==> config.mk <==
export PLATFORM = sky130hd
export DESIGN_NAME = qte_fifo
export DESIGN_NICKNAME = d
export VERILOG_FILES = /design/src/design/qte_pkg.sv /design/src/design/qte_fifo.sv
export SDC_FILE = /design/constraint.sdc
export NUM_CORES = 1
export LEC_CHECK = 0
export BUFFER_PORTS_ARGS = -buffer_cell sky130_fd_sc_hd__buf_2
export CAP_MARGIN = 20
export CORE_ASPECT_RATIO = 1.2
export CORE_MARGIN = 4
export CORE_UTILIZATION = 45
export DETAILED_ROUTE_END_ITERATION = 16
export SLEW_MARGIN = 5
export SYNTH_ARGS = -nofsm -noshare
export SYNTH_HDL_FRONTEND = slang
export SYNTH_SLANG_ARGS = --single-unit
==> constraint.sdc <==
create_clock -name clk -period 9.2 [get_ports clk]
set_clock_uncertainty 0.15 [all_clocks]
set_input_delay 1.84 -clock clk [delete_from_list [all_inputs] [get_ports clk]]
set_output_delay 1.84 -clock clk [all_outputs]
set_load 0.01 [all_outputs]
==> src/design/qte_pkg.sv <==
// shared types, widths and constant tables for the quaternion to euler block
`timescale 1ns / 1ps
package qte_pkg;

  localparam int CORDIC_STEPS_DEF = 16;
  localparam int TAB_LEN          = 24;
  localparam int VW               = 34;   // atan2 argument width
  localparam int CW               = 44;   // cordic x/y datapath width
  localparam int ZW               = 28;   // angle accumulator, 2^-24 rad
  localparam int SQ_N             = 32;   // integer square root stages
  localparam int FIFO_DEPTH       = 4;
  localparam int NORM_TOP         = 40;   // larger magnitude lands in [2^40, 2^41)
  localparam logic signed [ZW-1:0] HALF_PI_I = 28'sd26353589;
  localparam logic signed [17:0]   OUT_PI      = 18'sd25736;
  localparam logic signed [17:0]   OUT_HALF_PI = 18'sd12868;

  typedef struct packed {
    logic signed [VW-1:0] roll_y;
    logic signed [VW-1:0] roll_x;
    logic signed [VW-1:0] yaw_y;
    logic signed [VW-1:0] yaw_x;
    logic signed [VW-1:0] pa;
    logic [32:0]          n2;
    logic                 zero;
  } item_t;

  typedef struct packed {
    logic signed [VW-1:0] roll_y;
    logic signed [VW-1:0] roll_x;
    logic signed [VW-1:0] yaw_y;
    logic signed [VW-1:0] yaw_x;
    logic signed [VW-1:0] pitch_y;
  } side_t;

  // atan(2^-i) in units of 2^-24 rad
  function automatic logic signed [ZW-1:0] atan_val(input int i);
    logic signed [ZW-1:0] v;
    case (i)
      0:  v = 28'sd13176795;
      1:  v = 28'sd7778716;
      2:  v = 28'sd4110060;
      3:  v = 28'sd2086331;
      4:  v = 28'sd1047214;
      5:  v = 28'sd524117;
      6:  v = 28'sd262123;
      7:  v = 28'sd131069;
      8:  v = 28'sd65536;
      9:  v = 28'sd32768;
      10: v = 28'sd16384;
      11: v = 28'sd8192;
      12: v = 28'sd4096;
      13: v = 28'sd2048;
      14: v = 28'sd1024;
      15: v = 28'sd512;
      16: v = 28'sd256;
      17: v = 28'sd128;
      18: v = 28'sd64;
      19: v = 28'sd32;
      20: v = 28'sd16;
      21: v = 28'sd8;
      22: v = 28'sd4;
      23: v = 28'sd2;
      default: v = '0;
    endcase
    return v;
  endfunction

  function automatic logic [5:0] msb_pos(input logic [VW-1:0] m);
    logic [5:0] p;
    p = '0;
    for (int i = 0; i < VW; i++) begin
      if (m[i]) p = 6'(i);
    end
    return p;
  endfunction

endpackage

==> src/design/qte_fifo.sv <==
// short queue between the front end and the angle pipeline
`timescale 1ns / 1ps
module qte_fifo (
  input  logic           clk,
  input  logic           rst_n,
  input  qte_pkg::item_t wr_item,
  input  logic           wr_vld,
  output logic           wr_rdy,
  output qte_pkg::item_t rd_item,
  output logic           rd_vld,
  input  logic           rd_rdy
);

  localparam int PW = $clog2(qte_pkg::FIFO_DEPTH);

  qte_pkg::item_t mem_r [qte_pkg::FIFO_DEPTH];
  logic [PW-1:0]  wp_r, rp_r;
  logic [PW:0]    cnt_r;
  logic           push, pop;

  assign wr_rdy  = (cnt_r != (PW+1)'(qte_pkg::FIFO_DEPTH));
  assign rd_vld  = (cnt_r != '0);
  assign rd_item = mem_r[rp_r];
  assign push    = wr_vld && wr_rdy;
  assign pop     = rd_vld && rd_rdy;

  always_ff @(posedge clk) begin
    if (!rst_n) begin
      wp_r  <= '0;
      rp_r  <= '0;
      cnt_r <= '0;
    end else begin
      if (push) wp_r <= wp_r + 1'b1;
      if (pop)  rp_r <= rp_r + 1'b1;
      cnt_r <= cnt_r + (PW+1)'(push) - (PW+1)'(pop);
    end
  end

  always_ff @(posedge clk) begin
    if (push) mem_r[wp_r] <= wr_item;
  end

endmodule

==> results.ini <==
[status]
status=completed

[sta]
rsz0062_at_grt=false
worst_pin_slew_ns=1.00
setup_viol=0
finalHoldViolCount=0
timing.final.crit_period_ns=4.96
fmax_ghz=0.202
slew_violations=0
slew_headroom_pct=33.1
post-route-period-util_pct=53.9
tns_ns=0

[setup_path]
r2r-start=cnt_r[1]
critPathMaxFanout=58
worst-setup-path-type=reg2out
startpoint_type=register
cp-end-kind=output port
cp.required_ns=7.21
arrival_ns=2.97

[power]
p_sw_mw=2.57
p_leak_nw=11.7
peakVddDrop_uv=231
finalPower_mw=9.93
switching_share_pct=25.9
powerDensity_nw_per_um2=279
pwr-share-seq_pct=47.0
p_comb_share_pct=20.8
intPower_mw=7.36
clockPowerShare_pct=32.2

[finish]
drive_gt1_share_pct=45.7
syn2layout_area_growth_pct=18.9
final_common_cell=edfxtp_1
nets=1790
final_cell_mix=816 x edfxtp_1, 413 x buf_2, 204 x mux4_2, 83 x clkbuf_16, 20 x clkinv_1
finalNonFillerCells=2538
multi_input_area_um2=4870
fillers=5096
ff_latch_area_um2=24700

[routing]
wire_per_inst_um=23.4
ant_nets=0
num_vias=13200
drt_iter0_drc=760
first_pass_iters=5
drc=0
drt_wl_total_um=59300
avgViaCountPerCell=5.21

[hold_path]
min-delay-start=wp_r[1]
hold_class=reg2reg

[global_route]
antenna_found_initial=17
overflow=0
top_usage_layer=met2
grt_pass1_vias=14300
grt_max_degree=107
grt_pass1_wl_um=90200
grt_use_met3_pct=5.35
met2_usage_pct=27.1
grt_usage_pct=16.8
met1_usage_pct=21.9

[clocking]
h-tree-depth=3
clockBufferDepth=3
clock-sinks=825
cts-root-buf=clkbuf_16
clock_latency_ns=0.61
clk_pin_slew_ns=0.06
numCtsBuffers=81
cts_tree=done
cts_repair_resize_count=0
cts_hold_buf=0
post-cts-setup-buffer-count=0

[placed_design]
place_inst=2384
numPortBuffers=413
hpwlAfterDp_um=35400
place_congestion=0.722

[floorplanning]
die_area_um2=70700
num_rows=103
fp.coreArea_um2=65900
fp.dieW_um=243
fp.dieH_um=290
start_util_pct=45.4
top_level_ports=414

[synthesis]
syn_area_um2=29900
ys_types=19
yosysSeqAreaShare_pct=82.5
synth.avg_cell_area_um2=26.8
syn-num-nets=1329
synth_seq_cells=825
netlist_instances=1114
synth_warnings=0

[run]
max-cap-violations=0

-- sequential cells by signal, summed over array words and instances, names as in the netlist, named ones only --
signal / cells
wp_r: 2
mem_r: 816
rp_r: 2
cnt_r: 3
-- layout make-up --
cell class,instances,area share (%)
Multi-Input combinational cell,237,13.7
Timing Repair Buffer,425,6.31
Sequential cell,825,69.4
Clock inverter,51,1.34
Antenna cell,7,0.0493
Inverter,5,0.0528
Tap cell,892,3.14
Clock buffer,96,5.98
-- power groups by stage --
stage                     sequential [mW]  clock (mW)  combinational, mW
after floorplan                      4.77           0               1.39
after global placement               4.73           0               2.15
after detailed placement             4.75           0               2.15
after CTS                            4.67        3.29               2.15
after global routing                 4.70        3.46               2.25
final                                4.67        3.20               2.07
-- critical path, stage by stage (launching register included) --
cell and delay [ns]:
dfxtp_4 0.85, buf_4 0.80, mux4_2 0.45, buf_2 0.16
-- stage by stage --
step           area [um^2]  worst slack (ns)  hold slack, ns  util, %
2_1_floorplan        29900              1.55           0.318        -
3_5_place_dp         32900              4.50           0.349     50.0
4_1_cts              35500              4.15           0.357     54.0
5_1_grt              35500              4.06           0.389     54.0
6_report             35600              4.24           0.360     54.0
3_3_place_gp         32900              4.54           0.336     50.0
-- cell families after synthesis --
logic type | Yosys count | synth area share [%]
flip-flops | 825 | 82.5
multiplexers | 206 | 15.4
buffers and inverters | 52 | 1.22
AND/OR/NAND/NOR | 17 | 0.305
adder cells (fa/ha/maj) | 7 | 0.318
XOR/XNOR | 4 | 0.117
AO/OA/AOI/OAI | 3 | 0.0837
-- final timing paths --
path | to | slack [ns] | cells past startpoint
setup / recovery | rd_item[184] | 4.24 | 3
hold reg to reg | wp_r[1] | 0.36 | 2
hold / removal | wp_r[1] | 0.36 | 2
setup reg to reg | mem_r[1][189] | 5.89 | 4
-- layer usage --
| layer | wire length, um | vias up |
|---|---|---|
| li1 | - | 5775 |
| met1 | 23400 | 6939 |
| met2 | 29600 | 378 |
| met3 | 4590 | 114 |
| met4 | 1500 | 20 |
| met5 | 133 | - |
-- cell usage after synthesis --
cell type / count / share of area (%)
edfxtp_1: 816 / 82
mux4_2: 204 / 15
buf_2: 22 / 0.37
buf_6: 19 / 0.72
dfxtp_1: 9 / 0.60
and2_1: 7 / 0.15
clkbuf_1: 6 / 0.075
ha_1: 6 / 0.25
inv_1: 5 / 0.063
nand2_1: 5 / 0.063
xnor2_1: 4 / 0.12
nor2b_1: 3 / 0.063
mux2i_1: 2 / 0.067
a21boi_1: 1 / 0.025
fa_1: 1 / 0.067
nor2_1: 1 / 0.013
o311ai_0: 1 / 0.029
o31a_1: 1 / 0.029
or3_1: 1 / 0.021
Power figures use the tool's default switching activity.
